[config.mk]
export PLATFORM = sky130hd
export DESIGN_NAME = vacuum_robot_dual_fsm_top
export DESIGN_NICKNAME = d
export VERILOG_FILES = /design/src/sv/vrdf_pkg.sv /design/src/sv/vacuum_robot_dual_fsm_top.sv /design/src/sv/vrdf_step.sv
export SDC_FILE = /design/constraint.sdc
export NUM_CORES = 1
export LEC_CHECK = 0
export BUFFER_PORTS_ARGS = -buffer_cell sky130_fd_sc_hd__buf_2
export CORE_UTILIZATION = 35
export DETAILED_ROUTE_END_ITERATION = 8
export HOLD_SLACK_MARGIN = 0.12
export PLACE_DENSITY = 0.57
export SETUP_SLACK_MARGIN = 0.5
export SYNTH_ARGS = -nofsm -noshare
export SYNTH_HDL_FRONTEND = slang
export SYNTH_SLANG_ARGS = --single-unit
[constraint.sdc]
create_clock -name clock -period 5.9 [get_ports clock]
set_input_delay 1.18 -clock clock [delete_from_list [all_inputs] [get_ports clock]]
set_output_delay 1.18 -clock clock [all_outputs]
set_load 0.01 [all_outputs]
[src/sv/vrdf_pkg.sv]
// Shared types, constants and helpers of the dual state machine vacuum robot controller.
`timescale 1ns / 1ps

package vrdf_pkg;

   // Width of the mode duration counter; it saturates at its all-ones value.
   localparam int COUNT_WIDTH = 8;
   // Width of every configuration register and of both countdowns.
   localparam int REG_W       = 8;
   // Width at which a duration is compared with a threshold.
   localparam int CMP_W       = (COUNT_WIDTH > REG_W) ? COUNT_WIDTH : REG_W;

   localparam int CSR_INDEX_W = 3;

   typedef enum logic [CSR_INDEX_W-1:0] {
      CSR_IDLE_START    = 3'd0,
      CSR_TURN          = 3'd1,
      CSR_BACKWARD      = 3'd2,
      CSR_PAUSE_RESUME  = 3'd3,
      CSR_PAUSE_TIMEOUT = 3'd4,
      CSR_TURBO         = 3'd5
   } csr_index_type;

   typedef enum logic [2:0] {
      M_IDLE    = 3'd0,
      M_MOVING  = 3'd1,
      M_TURNING = 3'd2,
      M_BACKING = 3'd3,
      M_PAUSED  = 3'd4
   } motor_mode_type;

   typedef enum logic [1:0] {
      C_OFF    = 2'd0,
      C_NORMAL = 2'd1,
      C_TURBO  = 2'd2
   } cleaner_mode_type;

   typedef enum logic [2:0] {
      MC_FORWARD  = 3'd0,
      MC_LEFT     = 3'd1,
      MC_RIGHT    = 3'd2,
      MC_BACKWARD = 3'd3,
      MC_STOP     = 3'd4
   } motor_cmd_type;

   typedef enum logic [1:0] {
      CC_OFF    = 2'd0,
      CC_NORMAL = 2'd1,
      CC_TURBO  = 2'd2
   } cleaner_cmd_type;

   typedef struct packed {
      logic front_blocked;
      logic left_blocked;
      logic right_blocked;
      logic dust_seen;
   } sensor_type;

   typedef struct packed {
      logic [REG_W-1:0] idle_start_ticks;
      logic [REG_W-1:0] turn_ticks;
      logic [REG_W-1:0] backward_ticks;
      logic [REG_W-1:0] pause_resume_ticks;
      logic [REG_W-1:0] pause_timeout_ticks;
      logic [REG_W-1:0] turbo_ticks;
   } cfg_type;

   typedef struct packed {
      motor_mode_type         motor_mode;
      cleaner_mode_type       cleaner_mode;
      motor_cmd_type          motor_cmd;
      cleaner_cmd_type        cleaner_cmd;
      logic [COUNT_WIDTH-1:0] duration;
      logic [REG_W-1:0]       backup_cd;
      logic [REG_W-1:0]       turbo_cd;
   } state_type;

   // True when a duration has reached a threshold.
   function automatic logic dur_reached(input logic [COUNT_WIDTH-1:0] dur,
                                        input logic [REG_W-1:0]       thr);
      logic [CMP_W-1:0] dur_w;
      logic [CMP_W-1:0] thr_w;
      dur_w = CMP_W'(dur);
      thr_w = CMP_W'(thr);
      return dur_w >= thr_w;
   endfunction

endpackage

[src/sv/vacuum_robot_dual_fsm_top.sv]
// Top level of the vacuum robot controller: handshakes, configuration and state registers.
`timescale 1ns / 1ps
// A tick's result is registered onto rsp_tdata in the cycle after its beat is accepted.
// Throughput: one tick per cycle unless rsp_tready stalls; the next-state logic is a
// single pass over small registers; the result register frees whenever rsp_tready is high.
// Reset (synchronous, active high) restores the register defaults, puts the motor
// in idle with stop, the cleaner off, clears all counters and empties the result register.

module vacuum_robot_dual_fsm_top (
   input  logic                            clock,
   input  logic                            reset,
   input  logic                            req_tvalid,
   output logic                            req_tready,
   // [0] front_blocked, [1] left_blocked, [2] right_blocked, [3] dust_seen, [7:4] zero
   input  logic [7:0]                      req_tdata,
   output logic                            rsp_tvalid,
   input  logic                            rsp_tready,
   // [2:0] motor_command, [4:3] cleaner_command, [7:5] motor_mode,
   // [9:8] cleaner_mode, [10] pause_request, [15:11] zero
   output logic [15:0]                     rsp_tdata,
   input  logic                            csr_we,
   input  logic [vrdf_pkg::CSR_INDEX_W-1:0] csr_index,
   input  logic [vrdf_pkg::REG_W-1:0]      csr_wdata
);

   vrdf_pkg::cfg_type    cfg_ff;
   vrdf_pkg::state_type  state_ff;
   vrdf_pkg::state_type  state_in;
   vrdf_pkg::sensor_type sens;
   logic                 pause_request;
   logic                 req_accept;
   logic                 rsp_tvalid_ff;
   logic [15:0]          rsp_tdata_ff;
   logic [15:0]          rsp_tdata_in;

   // The result register takes a new beat when it is empty or being drained this cycle,
   // so a steady stream flows at one beat per cycle while rsp_tready stays high.
   assign req_tready = !rsp_tvalid_ff || rsp_tready;
   assign req_accept = req_tvalid && req_tready;

   assign sens.front_blocked = req_tdata[0];
   assign sens.left_blocked  = req_tdata[1];
   assign sens.right_blocked = req_tdata[2];
   assign sens.dust_seen     = req_tdata[3];

   // Both machines step together; the pause request and moving flag are taken from
   // the state as it stands before the tick.
   vrdf_step u_step (
      .cur           (state_ff),
      .cfg           (cfg_ff),
      .sens          (sens),
      .nxt           (state_in),
      .pause_request (pause_request)
   );

   // The modes reported are those after the tick; the pause request is the one sampled.
   assign rsp_tdata_in = {5'b0,
                          pause_request,
                          state_in.cleaner_mode,
                          state_in.motor_mode,
                          state_in.cleaner_cmd,
                          state_in.motor_cmd};

   always_ff @(posedge clock) begin
      if (reset) begin
         cfg_ff.idle_start_ticks    <= vrdf_pkg::REG_W'(2);
         cfg_ff.turn_ticks          <= vrdf_pkg::REG_W'(2);
         cfg_ff.backward_ticks      <= vrdf_pkg::REG_W'(3);
         cfg_ff.pause_resume_ticks  <= vrdf_pkg::REG_W'(1);
         cfg_ff.pause_timeout_ticks <= vrdf_pkg::REG_W'(5);
         cfg_ff.turbo_ticks         <= vrdf_pkg::REG_W'(5);
      end else if (csr_we) begin
         // Indexes beyond the register list are ignored.
         unique case (csr_index)
            vrdf_pkg::CSR_IDLE_START:    cfg_ff.idle_start_ticks    <= csr_wdata;
            vrdf_pkg::CSR_TURN:          cfg_ff.turn_ticks          <= csr_wdata;
            vrdf_pkg::CSR_BACKWARD:      cfg_ff.backward_ticks      <= csr_wdata;
            vrdf_pkg::CSR_PAUSE_RESUME:  cfg_ff.pause_resume_ticks  <= csr_wdata;
            vrdf_pkg::CSR_PAUSE_TIMEOUT: cfg_ff.pause_timeout_ticks <= csr_wdata;
            vrdf_pkg::CSR_TURBO:         cfg_ff.turbo_ticks         <= csr_wdata;
            default: ;
         endcase
      end
   end

   always_ff @(posedge clock) begin
      if (reset) begin
         state_ff.motor_mode   <= vrdf_pkg::M_IDLE;
         state_ff.cleaner_mode <= vrdf_pkg::C_OFF;
         state_ff.motor_cmd    <= vrdf_pkg::MC_STOP;
         state_ff.cleaner_cmd  <= vrdf_pkg::CC_OFF;
         state_ff.duration     <= '0;
         state_ff.backup_cd    <= '0;
         state_ff.turbo_cd     <= '0;
         rsp_tvalid_ff         <= 1'b0;
      end else begin
         if (req_accept) begin
            state_ff <= state_in;
         end
         if (req_accept) begin
            rsp_tvalid_ff <= 1'b1;
         end else if (rsp_tready) begin
            rsp_tvalid_ff <= 1'b0;
         end
      end
   end

   // Result payload needs no reset; it is qualified by rsp_tvalid.
   always_ff @(posedge clock) begin
      if (req_accept) begin
         rsp_tdata_ff <= rsp_tdata_in;
      end
   end

   assign rsp_tvalid = rsp_tvalid_ff;
   assign rsp_tdata  = rsp_tdata_ff;

endmodule

[src/sv/vrdf_step.sv]
// Next state logic of the motor and cleaner machines for one control tick.
`timescale 1ns / 1ps

module vrdf_step (
   input  vrdf_pkg::state_type  cur,
   input  vrdf_pkg::cfg_type    cfg,
   input  vrdf_pkg::sensor_type sens,
   output vrdf_pkg::state_type  nxt,
   output logic                 pause_request
);

   logic                             moving;
   logic [vrdf_pkg::COUNT_WIDTH-1:0] dur_inc;

   always_comb begin
      pause_request = (cur.cleaner_mode == vrdf_pkg::C_TURBO);
      moving        = (cur.motor_mode == vrdf_pkg::M_MOVING);
      dur_inc       = (cur.duration == '1) ? cur.duration
                                           : cur.duration + vrdf_pkg::COUNT_WIDTH'(1);

      nxt          = cur;
      nxt.duration = dur_inc;

      // Motor machine; a mode change clears the duration.
      unique case (cur.motor_mode)
         vrdf_pkg::M_IDLE: begin
            nxt.motor_cmd = vrdf_pkg::MC_STOP;
            if (vrdf_pkg::dur_reached(dur_inc, cfg.idle_start_ticks)) begin
               nxt.motor_mode = vrdf_pkg::M_MOVING;
               nxt.duration   = '0;
            end
         end
         vrdf_pkg::M_MOVING: begin
            nxt.motor_cmd = vrdf_pkg::MC_FORWARD;
            if (pause_request) begin
               nxt.motor_mode = vrdf_pkg::M_PAUSED;
               nxt.duration   = '0;
            end else if (sens.front_blocked) begin
               nxt.motor_mode = vrdf_pkg::M_TURNING;
               nxt.duration   = '0;
            end
         end
         vrdf_pkg::M_TURNING: begin
            if (sens.front_blocked && sens.left_blocked && sens.right_blocked) begin
               nxt.motor_mode = vrdf_pkg::M_BACKING;
               nxt.duration   = '0;
               nxt.backup_cd  = cfg.backward_ticks;
            end else if (!sens.left_blocked || !sens.right_blocked) begin
               nxt.motor_cmd = !sens.left_blocked ? vrdf_pkg::MC_LEFT : vrdf_pkg::MC_RIGHT;
               if (vrdf_pkg::dur_reached(dur_inc, cfg.turn_ticks)) begin
                  nxt.motor_mode = vrdf_pkg::M_MOVING;
                  nxt.duration   = '0;
               end
            end else begin
               nxt.motor_mode = vrdf_pkg::M_PAUSED;
               nxt.duration   = '0;
            end
         end
         vrdf_pkg::M_BACKING: begin
            nxt.motor_cmd = vrdf_pkg::MC_BACKWARD;
            if (cur.backup_cd <= vrdf_pkg::REG_W'(1)) begin
               nxt.backup_cd  = '0;
               nxt.motor_mode = vrdf_pkg::M_TURNING;
               nxt.duration   = '0;
            end else begin
               nxt.backup_cd = cur.backup_cd - vrdf_pkg::REG_W'(1);
            end
         end
         default: begin
            // Paused, and any code outside the defined modes.
            nxt.motor_cmd = vrdf_pkg::MC_STOP;
            if (!pause_request && vrdf_pkg::dur_reached(dur_inc, cfg.pause_resume_ticks)) begin
               nxt.motor_mode = vrdf_pkg::M_MOVING;
               nxt.duration   = '0;
            end else if (vrdf_pkg::dur_reached(dur_inc, cfg.pause_timeout_ticks)) begin
               nxt.motor_mode = vrdf_pkg::M_BACKING;
               nxt.duration   = '0;
               nxt.backup_cd  = cfg.backward_ticks;
            end
         end
      endcase

      // Cleaner machine, using the moving flag sampled before the motor update.
      unique case (cur.cleaner_mode)
         vrdf_pkg::C_OFF: begin
            nxt.cleaner_cmd  = vrdf_pkg::CC_OFF;
            nxt.cleaner_mode = vrdf_pkg::C_NORMAL;
         end
         vrdf_pkg::C_NORMAL: begin
            nxt.cleaner_cmd = vrdf_pkg::CC_NORMAL;
            if (sens.dust_seen && moving) begin
               nxt.cleaner_mode = vrdf_pkg::C_TURBO;
               nxt.turbo_cd     = cfg.turbo_ticks;
            end
         end
         default: begin
            nxt.cleaner_cmd = vrdf_pkg::CC_TURBO;
            if (cur.turbo_cd <= vrdf_pkg::REG_W'(1)) begin
               nxt.turbo_cd     = '0;
               nxt.cleaner_mode = vrdf_pkg::C_NORMAL;
            end else begin
               nxt.turbo_cd = cur.turbo_cd - vrdf_pkg::REG_W'(1);
            end
         end
      endcase
   end

endmodule

# Yosys cells after proc, flatten, opt, wreduce, memory -nomap -nowiden
# Cells that the tools add are included.
[word_totals]
regBits = 92
output_inout_bits = 18
wordCells = 102
[op_classes]
n_addsub = 3
n_lt_le_gt_ge = 6
n_eq_ne = 14
mux = 38
bitwise = 2
n_reduce_logical = 25
[op_table]
columns = ["operator", "count"]
rows = [
  ["$mux W8", 14],
  ["$mux W3", 11],
  ["$ge A8 B8 Y1", 4],
  ["$pmux W8 S4", 1],
  ["$pmux W8 S3", 1],
  ["$le A8 B1 Y1 const B", 2],
  ["$mux W16", 1],
  ["$pmux W8 S2", 1],
  ["$sub A8 B1 Y8 const B", 2],
  ["$eq A3 B2 Y1 const B", 4],
  ["$pmux W3 S4", 1],
  ["$reduce_and A2 Y1", 6],
  ["$pmux W3 S3", 1],
  ["$add A8 B1 Y8 const B", 1],
  ["$eq A8 B8 Y1 const B", 1],
  ["$pmux W2 S2", 2],
  ["$eq A3 B1 Y1 const B", 2],
  ["$eq A3 B3 Y1 const B", 2],
  ["$logic_not A3 Y1", 2],
  ["$mux W2", 3],
  ["$logic_and A1 B1 Y1", 5],
  ["$reduce_and A5 Y1", 1],
  ["$logic_not A1 Y1", 4],
  ["$ne A2 B1 Y1 const B", 2],
  ["11 further kinds", 14],
]

# Longest topological paths before layout
# Gate-level depths: netlist (run 1).
[depth]
depth_word = 7
mapped_depth = 15
ltp_nobuf = 14

# Cells and area by module
# A second synthesis (run 1) with hierarchy kept.
[unflattened]
hier_cells = 654
area_unflattened_um2 = 5718.0
[by_module_without_submodules]
columns = ["module", "instances", "cells_each", "area_per_inst_um2", "seq_area_each_um2"]
rows = [
  ["vacuum_robot_dual_fsm_top", 1, 350, 3637.2, 1991.9],
  ["vrdf_step", 1, 304, 2080.7, 0.0],
]

# Least setup slack after synthesis (run 1)
# Ideal clock, no wire load.
[synth_path]
path_kind = "register -> register"
startpoint = "register state_ff[16] in the netlist's numbering"
endpoint = "register rsp_tdata_ff[5] (netlist: rsp_tdata[5]), data pin"
arrival_ps = 2830
path_slack_ps = 2803
stages_incl_launch_ff = 14
n_path_buf = 0
period_less_slack_ps = 3097
cell_sequence = "dfxtp_1 > ha_1 > nand2_1 > nor2b_1 > nand3_1 > nand4_1 > xnor2_1 > ha_1 > a211oi_1 > nor2_1 > a211o_1 > nor2b_1 > nor4b_1 > nor2_1"
[synth_rtl]
columns = ["item", "line", "text"]
rows = [
  ["start: declaration", "vacuum_robot_dual_fsm_top.sv:27", "vrdf_pkg::state_type state_ff;"],
  ["start signal: assignment", "vacuum_robot_dual_fsm_top.sv:98", "state_ff <= state_in;"],
  ["end signal: assignment", "vacuum_robot_dual_fsm_top.sv:111", "rsp_tdata_ff <= rsp_tdata_in;"],
  ["end: declaration", "vacuum_robot_dual_fsm_top.sv:33", "logic [15:0] rsp_tdata_ff;"],
]

# Worst setup path after layout (run 1)
[layout_path]
startpoint = "register state_ff[16] in the netlist's numbering"
endpoint = "register state_ff[19] in the netlist's numbering"
[layout_between]
elab_chain_cells = 7
elab_cells_between_ends = 18
[layout_rtl]
columns = ["item", "line", "text"]
rows = [
  ["$add A8 B1 Y8 or $eq A8 B8 Y1 (tied branches)", "vrdf_step.sv:19, vrdf_step.sv:18", ""],
  ["$mux W8 *", "vrdf_step.sv:18", "dur_inc = (cur.duration == '1) ? cur.duration"],
  ["$ge A8 B8 Y1", "vrdf_pkg.sv:85", "return dur_w >= thr_w;"],
  ["$mux W8", "vrdf_step.sv:50", "if (vrdf_pkg::dur_reached(dur_inc, cfg.turn_ticks)) begin"],
  ["$mux W8", "vrdf_step.sv:48", "end else if (!sens.left_blocked || !sens.right_blocked) begin"],
  ["$mux W8", "vrdf_step.sv:44", "if (sens.front_blocked && sens.left_blocked && sens.right_blocked) begin"],
  ["$pmux W8 S4 *", "vrdf_step.sv:25", "unique case (cur.motor_mode)"],
]
# Mark *: on every way between the ends. The rest lies on a longest branch, timed or not. The select of a mux whose other input is x is not followed.
# A chain may end at the register's enable or synchronous reset.

==> results.txt, run 1 <==
The flow ran to the end, and the final reports show no timing, DRC or antenna violations. By count the netlist is led by 117 x sky130_fd_sc_hd__nand2_1, 81 x sky130_fd_sc_hd__dfxtp_1, 64 x sky130_fd_sc_hd__a21oi_1, 48 x sky130_fd_sc_hd__nor2_1, 39 x sky130_fd_sc_hd__inv_1. The total routing resource utilization after global routing came out at between 10% and 20%. The worst-case clock skew is 0.00808 ns. The post-place instance area is 5290 um^2.

The headroom to the max-slew limit is a little under two fifths. After routing, the total negative slack on setup checks comes to 0 ns. The total number of clock tree sinks came out at 92. The count of buffers inserted at the top-level ports is 32. The core region is 13,900 um^2.

Post-CTS repair changed the size of 0 cells. The H-tree depth came out at 3. For this design the top-level I/O count stands at 42. Combinational logic is responsible for 11.8% of the overall power. The most repeated cell in the gate-level netlist after synthesis is sky130_fd_sc_hd__nand2_1.

The total DRC errors in the routed layout is 0. Sorting the synthesized cells by area gives the leading types as sky130_fd_sc_hd__dfxtp_1 32%, sky130_fd_sc_hd__ha_1 9.2%, sky130_fd_sc_hd__nand2_1 8.8%. The final layout contains routed wiring with a total length of 12,100 um. Summing the areas of all compound-gate instances in the mapped netlist gives 19.1% of the synthesized area. The synthesis-to-finish area growth came out at 11.3%.

The slew of the pin with the lowest slew margin is 0.932 ns. The shortest clock period the worst path allows after layout is 3.78 ns. For this run, the leading register cell type out of synthesis is sky130_fd_sc_hd__dfxtp_1. Together, buffers and inverters on the worst path number 0. The floorplan step set the die height to between 100 and 150 um. The total count of hold-check failures in the final report was 0. After synthesis, the largest family of logic cells by area is simple AND/OR/NAND/NOR gates. Setup repair after global routing left no endpoint under its margin. After global routing the overflow that remains totals 0. The worst setup path is captured at a flop. The number of enable-type register cells in the synthesized netlist came out at 11.

The data arrival time of the worst path is 3.97 ns. The total setup violations reported at the end of the flow is 0. The average vias per placed instance is between 5 and 6. The largest stage delay on the critical path came out at about 0.64 ns.

The synthesized design devotes to its leading area cell type 32.3% of total area. The setup path with the least slack is of type reg2reg. The initialized floorplan defines 43 standard-cell rows. In this run the remaining antenna-violating nets after routing total 0. Entering global routing, the biggest net connects 82 pins.

The final number of max-transition violations is 0. The clock root buffer master is sky130_fd_sc_hd__clkbuf_16. The analysis attributes to net switching a power of 0.000372 W. The post-route cell area is 5590 um^2.

The via count of the first global-routing pass is 4,014. The cell class contributing the biggest share of worst-path delay is compound AO/OA/AOI/OAI gates. The clock insertion delay at the later pin of the skew report came out at 0.34 ns. The largest fanout on the critical path came out at 8. In the synthesized netlist, mux cells make up 2.04% of the area. The die width came out at 122 um. The count of distinct cell types in the synthesized netlist is 60. The number of design-rule violations left by the first detailed-router iteration came out at 311. The cell count after synthesis came out at 617. The number of iterations in the first detailed-routing pass is 5.

The internal portion of the total power is 0.00104 W. For this block, the via count after detailed routing is 4,282. The number of inserted filler cells in the final layout came out at around 1,400. OpenSTA, run right after detailed placement, puts the worst setup slack at between 2 and 2.5 ns. In this run the power density over the cells is 253 nW/um^2. The tool flagged a number of max-cap violations equal to 0. The post-synthesis xor/xnor area fraction came out at 1.40%. The synthesized cell area came out at 5020 um^2.

Overall power consumption after layout is estimated at 0.00141 W. The initial antenna violation count is 0. The number of post-CTS setup repair buffers came out at 0. The data required time at the worst endpoint is just over 6 ns.

In this run, flip-flops and latches consume 47.2% of the power. Of the total synthesized cell area, the portion taken by full adders, half adders and majority gates is 9.22%. The maximum vdd drop is ~0.14 mV. The proportion of synthesized flip-flops having asynchronous set or reset is 0%. The layout cell share with drive strength beyond 1 came out at between 10% and 20%. Of all cell types, the one taking the most synthesized area is sky130_fd_sc_hd__dfxtp_1. For this configuration, the core starts out at a cell density of a little over a third. Summing the sequential cell areas from Yosys gives 38.9% of the chip area.

The flip-flop and latch count after synthesis came out at 92. The area fraction in and, or, nand and nor cells after synthesis came out at a little under a quarter. The register clock-pin slew on the reported worst setup and hold paths is around 0.060 ns.

The number of clock buffers added by TritonCTS is 9. The repair_antennas step left the layout with diodes totalling 0. STA classifies the critical path startpoint as a flop.

The total half-perimeter wirelength after legalization and detailed placement is about 8500 um. The share of total power consumed by net switching came out at 26.3%. The power share of the clock group came out at 41.0%. The mean instance size in the synthesized netlist came out at 8.13 um^2. The signal on the critical path passes through ha_1 > nand2_1 > nor2b_1 > nand3_1 > nand4_1 > xnor2_1 > ha_1 > a21oi_1 > o21ai_0 > a41oi_1 > o211ai_1 > o2111ai_2 > nand3_1 > a21oi_1. In this run the worst hold path is classified as reg2reg. In the final routed layout, each cell accounts on average for about 15 um. The weighted congestion at the end of routability-driven global placement came out at 0.830.

The net total in the final layout came out at between 600 and 700. For this design, the CTS-stage hold fixing added 0 buffers. The number of synthesis warnings came out at 0. The final cycle utilization of the critical path came out at approximately 64%.

The timing-limited maximum frequency is ~260 MHz. The worst setup margin came out at 2.12 ns. The area enclosed by the die boundary came out at 14,800 um^2.

The reported leakage power came out at 2.07 nW. The first-pass GRT wire length is 19,800 um. The slowest stage cell on the critical path is sky130_fd_sc_hd__xnor2_1. Counting along the longest clock path gives a buffer depth of 2.

TritonCTS built the clock tree.
## cell type report
type                       instances  area (um^2)  area share [%]
clock buffer                       9          225            4.03
tap                              180          225            4.03
sequential                        92         1950            34.9
timing repair buffer              34          175            3.13
clock inverter                     7         73.8            1.32
inverter                          40          150            2.69
multi-input combinational        459         2790            49.9
## flip-flops by register name, summed over array words and instances, names as in the netlist
signal,count
cfg_ff,48
state_ff,32
rsp_tdata,11
rsp_tvalid,1
## routing by layer
layer	share of wire (%)	up-vias	global-route usage, %
met1	47	2008	22.0
met4	2.6	0	8.02
li1	-	2169	-
met3	3.2	18	2.06
met5	0	-	0
met2	47	87	29.2
## path summary, 6_finish.rpt
kind                     start  slack, ns  cells past startpoint           end
setup / recovery  state_ff[16]       2.12                     14  state_ff[19]
hold / removal      cfg_ff[12]       0.46                      2    cfg_ff[12]
setup reg to reg  state_ff[16]       2.12                     14  state_ff[19]
hold reg to reg     cfg_ff[12]       0.46                      2    cfg_ff[12]
## layout by cell type (no fill, tap or decap), drive strengths merged, types with 6 or more instances in the layout
cell | netlist | final
nand3 | 17 | 17
xnor2 | 8 | 8
nand4 | 6 | 6
ha | 37 | 37
mux2i | 8 | 8
nor3 | 10 | 10
nand2 | 117 | 117
nor2b | 16 | 16
dfxtp | 81 | 81
a21oi | 65 | 65
clkbuf | 21 | 9
a22oi | 6 | 6
a211oi | 16 | 16
nand3b | 6 | 6
inv | 39 | 41
a211o | 6 | 6
o21ai | 26 | 26
edfxtp | 11 | 11
nor2 | 52 | 52
and3 | 9 | 9
buf | 9 | 34
## worst min-delay path, cell delays in order, from the launching register on
cell	delay [ns]
sky130_fd_sc_hd__dfxtp_1	0.31
sky130_fd_sc_hd__nand2_1	0.05
sky130_fd_sc_hd__a21oi_1	0.05
## power by group through the flow
stage                     logic, W  clock network [W]  registers (W)
after floorplan           0.000117                  0       0.000678
final                     0.000167           0.000580       0.000667
after global placement    0.000162                  0       0.000680
after global routing      0.000187           0.000628       0.000670
after CTS                 0.000167           0.000602       0.000667
after detailed placement  0.000166                  0       0.000681
## per-stage QoR
step	utilization [%]	std cells	hold slack (ns)
after CTS	40.1	821	0.459
after floorplan	-	621	0.433
after global placement	38.0	805	0.442
final	40.1	821	0.457
after global routing	40.1	821	0.482
after detailed placement	38.0	805	0.449
## kinds of logic after synthesis
logic type / after synthesis
muxes: 10
buffers and inverters: 70
and+or+nand+nor: 251
adders and majority gates: 37
other: 1
xor gates and xnor gates: 8
DFF: 92
AOI/OAI and AO/OA: 148
(Power assumes the default switching activity.)
==> run 2, diff against run 1 <==
--- a/config.mk
+++ b/config.mk
@@ -9,7 +9,7 @@
 export CORE_UTILIZATION = 35
 export DETAILED_ROUTE_END_ITERATION = 8
 export HOLD_SLACK_MARGIN = 0.12
-export PLACE_DENSITY = 0.57
+export PLACE_DENSITY = 0.59
 export SETUP_SLACK_MARGIN = 0.5
 export SYNTH_ARGS = -nofsm -noshare
 export SYNTH_HDL_FRONTEND = slang
==> constraint.sdc (replaced) <==
create_clock -name clock -period 3.1 [get_ports clock]
set_input_delay 0.62 -clock clock [delete_from_list [all_inputs] [get_ports clock]]
set_output_delay 0.62 -clock clock [all_outputs]
set_load 0.01 [all_outputs]
==> run 2 against run 1 <==
Against the previous run: cell count rose by 4.3%; power rose by 100%; via count rose by 4.1%; worst hold slack got worse by 0.00080 ns; fmax rose by 26%; register-to-register slack got worse by 2.0 ns; highest routed layer unchanged; clock power rose by 100%; critical endpoint is now state_ff[15].
==> results.txt, run 2 (synthesized netlist as in run 1, its figures left out) <==
The via count of the first global-routing pass was 4,171. The total vias in the final route came out at 4,458. Data on the critical path is required at its endpoint by roughly 3.4 ns. The capture instance of the worst register-to-register path is state_ff[15]. The number of design-rule violations left by the first detailed-router iteration came out at 262. The first global-routing pass estimated 20,900 um of wire.

The run finished with clean final reports. The number of instances on the worst hold path came out at 2. The number of flip-flops in the largest register is 48. The reported leakage power is between 2 and 2.5 nW. At the placement stage, the worst setup path has a slack of 0.00641 ns. The maximum vdd drop is about 0.28 mV. The net switching power is approximately 0.00075 W. The total setup violations reported at the end of the flow came out at 0. Row generation in the floorplan step produced 43 rows. In this run the critical register-to-register path is launched from state_ff[16]. The post-route cell area is approximately 6400 um^2. After detailed routing, the number of remaining DRC violations is 0. The final number of max-transition violations came out at 0.

The area enclosed by the die boundary came out at 14,800 um^2. The critical path goes through ha_4 > nand2_4 > nor2b_4 > nand3_4 > buf_12 > xnor2_4 > ha_1 > nand2b_4 > a2111o_1 > o211ai_4 > a41oi_4 > nor2_4 > buf_6 > nor2_2 > a211oi_2. The CTS tree is built.

The worst hold endpoint is cfg_ff[21]. Of the total power, the clock network draws 40.8%. The internal portion of the total power is about 0.0021 W. The clock root buffer master is sky130_fd_sc_hd__clkbuf_16. The register clock-pin slew on the reported worst setup and hold paths came out at 0.07 ns. In the final layout, the multi-input gates occupy around 3200 um^2. The cell family contributing the most delay on the critical path is compound AO/OA/AOI/OAI gates.

The total routing resource utilization after global routing is 18.4%. The core region area is 13,900 um^2. The worst setup slack for register-to-register paths is 0.11 ns. The clock tree synthesis step divided the H-tree into 3 levels. At the worst endpoint, the arrival time is between 3 and 4 ns. The register with the most flip-flops is cfg_ff. In this run the tightest slew margin relative to its limit is 45.8%. The initial antenna violation count is 0.

The slew of the pin with the lowest slew margin is 0.813 ns. The longest clock path from root to sink contains 2 buffers. The class of the most critical setup path is reg2reg.

Based on the critical path, the design can be clocked at up to 334 MHz. The class of the tightest hold or removal check is reg2reg. The aggregate routed wire length came out at 13,200 um. The total chip power is 0.00288 W.

The power share of the sequential group is between 40 and 50%. The library cell used most frequently in the layout, excluding fill and tap cells, is sky130_fd_sc_hd__nand2_1. Combinational cells account for 15.0% of the total power. The largest stage delay on the critical path came out at 0.45 ns. The number of nets still failing antenna checks after routing came out at 0.

The weighted congestion at the end of routability-driven global placement came out at 0.858. STA classifies the critical path endpoint as a flop. The height of the chip came out at between 100 and 150 um.

The final setup TNS came out at 0 ns. The starting utilization of the core area is 36.0%. The worst register-to-register path has a depth of 15. Dividing the detail-routed via count by the number of cells gives approximately 5.2. The share of total power consumed by net switching is 26.0%. The number of inserted filler cells in the final layout came out at 1,349. The worst setup margin came out at 0.107 ns. In this run the cell area measured after placement is 5580 um^2. In the final routed layout, each cell accounts on average for 15.4 um. The antenna diode count is 0. The shortest clock period the worst path allows after layout came out at approximately 3.0 ns. The clock reaches the later pin of the worst-skew pair after 0.35 ns. The final cycle utilization of the critical path came out at 96.5%.

The storage element area came out at 1960 um^2. The count of buffers inserted at the top-level ports came out at 32. Cells with a size suffix above 1 make up 24.0% of the layout. The power per cell area is between 400 and 500 nW/um^2.

The total count of hold-check failures in the final report is 0. The synthesis-to-finish area growth came out at 26.9%. The startpoint of the lowest-slack hold path is cfg_ff[21]. On the critical path, the stage with the largest delay is an instance of sky130_fd_sc_hd__a2111o_1. The net total in the final layout is 732.

The total half-perimeter wirelength after legalization and detailed placement came out at 9180 um. Setup repair after global routing could not meet its margin everywhere. The tree built by TritonCTS fans out to 92 sinks.

The largest net degree at the start of global routing is 39. Clock tree synthesis inserted a total of 9 buffers. 42 I/O pins were placed. The reported max-cap violation count is 0.

In this run the horizontal extent of the chip is 122 um. In this run the worst path has a maximum fanout of 6. The number of iterations in the first detailed-routing pass came out at 4. STA classifies the critical path startpoint as a flop.

Leaving out fill and tap cells, the most frequent cells in the layout are 116 x sky130_fd_sc_hd__nand2_1, 79 x sky130_fd_sc_hd__dfxtp_1, 57 x sky130_fd_sc_hd__a21oi_1, 44 x sky130_fd_sc_hd__nor2_1, 39 x sky130_fd_sc_hd__inv_1. For this run the aggregate overflow at the end of global routing stands at 0. The buffer and inverter count on the worst path came out at 2. The worst-case clock skew is 0.00727 ns.
==> run 2: cell count changes in the layout (fill, tap and decap cells not counted), sizes merged <==
cell      previous run  this run
inv                 41        39
bufinv               1         2
nor2                52        53
clkinv               3         4
clkbuf               9        10
clkinvlp             2         1
buf                 34        68
==> run 2: power groups by stage <==
stage	clock network (W)	logic, W	registers, W
3_5_place_dp	0	0.000350	0.00130
4_1_cts	0.00121	0.000388	0.00127
5_1_grt	0.00125	0.000470	0.00128
2_1_floorplan	0	0.000238	0.00129
6_report	0.00118	0.000431	0.00127
3_3_place_gp	0	0.000341	0.00130
==> run 2: metrics by stage <==
stage | util [%] | hold WS [ns] | cells
after global routing | 45.7 | 0.478 | 856
after CTS | 44.1 | 0.457 | 850
after floorplan | - | 0.433 | 621
after global placement | 40.1 | 0.439 | 824
after detailed placement | 40.1 | 0.448 | 824
final | 45.7 | 0.456 | 856
==> run 2: worst register-to-register path, delay by kind of cell, from the launching register on <==
kind,cells,cell delay (ns)
XOR/XNOR,1,0.17
AO/OA/AOI/OAI,4,0.93
AND/OR/NAND/NOR,6,0.72
adder cells (fa/ha/maj),2,0.41
buffers and inverters,2,0.32
flip-flops,1,0.36
==> run 2: layout make-up <==
type | instances | area share, %
clock inverters | 6 | 1.40
multi-input cells | 460 | 50.8
clock buffers | 10 | 3.60
well taps | 180 | 3.54
flip-flops and latches | 92 | 30.8
inverters | 40 | 2.36
repair buffers | 68 | 7.51
==> run 2: metal layers <==
layer  up-vias  part of all wire, %  GRT usage [%]
met5         -                    0              0
met4         0                  2.4           6.94
met3        17                  3.3           3.70
met2        72                   48           30.6
met1      2129                   46           23.2
li1       2240                    -              -
==> run 2: how the worst max path moves through the flow <==
| stage | from | to | slack [ns] | cells past startpoint |
|---|---|---|---|---|
| after CTS | state_ff[17] | rsp_tdata[5] | 0.11 | 14 |
| after detailed placement | state_ff[17] | state_ff[16] | 0.006 | 13 |
| after global routing | state_ff[16] | state_ff[23] | -0.03 | 16 |
| after global placement | state_ff[21] | state_ff[13] | 0.03 | 14 |
| final | state_ff[16] | state_ff[15] | 0.11 | 15 |
| after floorplan | state_ff[16] | state_ff[14] | 0.37 | 13 |
==> run 2: timing repair <==
action                                  4_1_cts  5_1_grt
buffers inserted                              9        6
hold buffers                                  0        0
pin swaps                                    23       26
resized for setup                            25       35
endpoints found under the setup margin       22       22
cloned                                        1        0
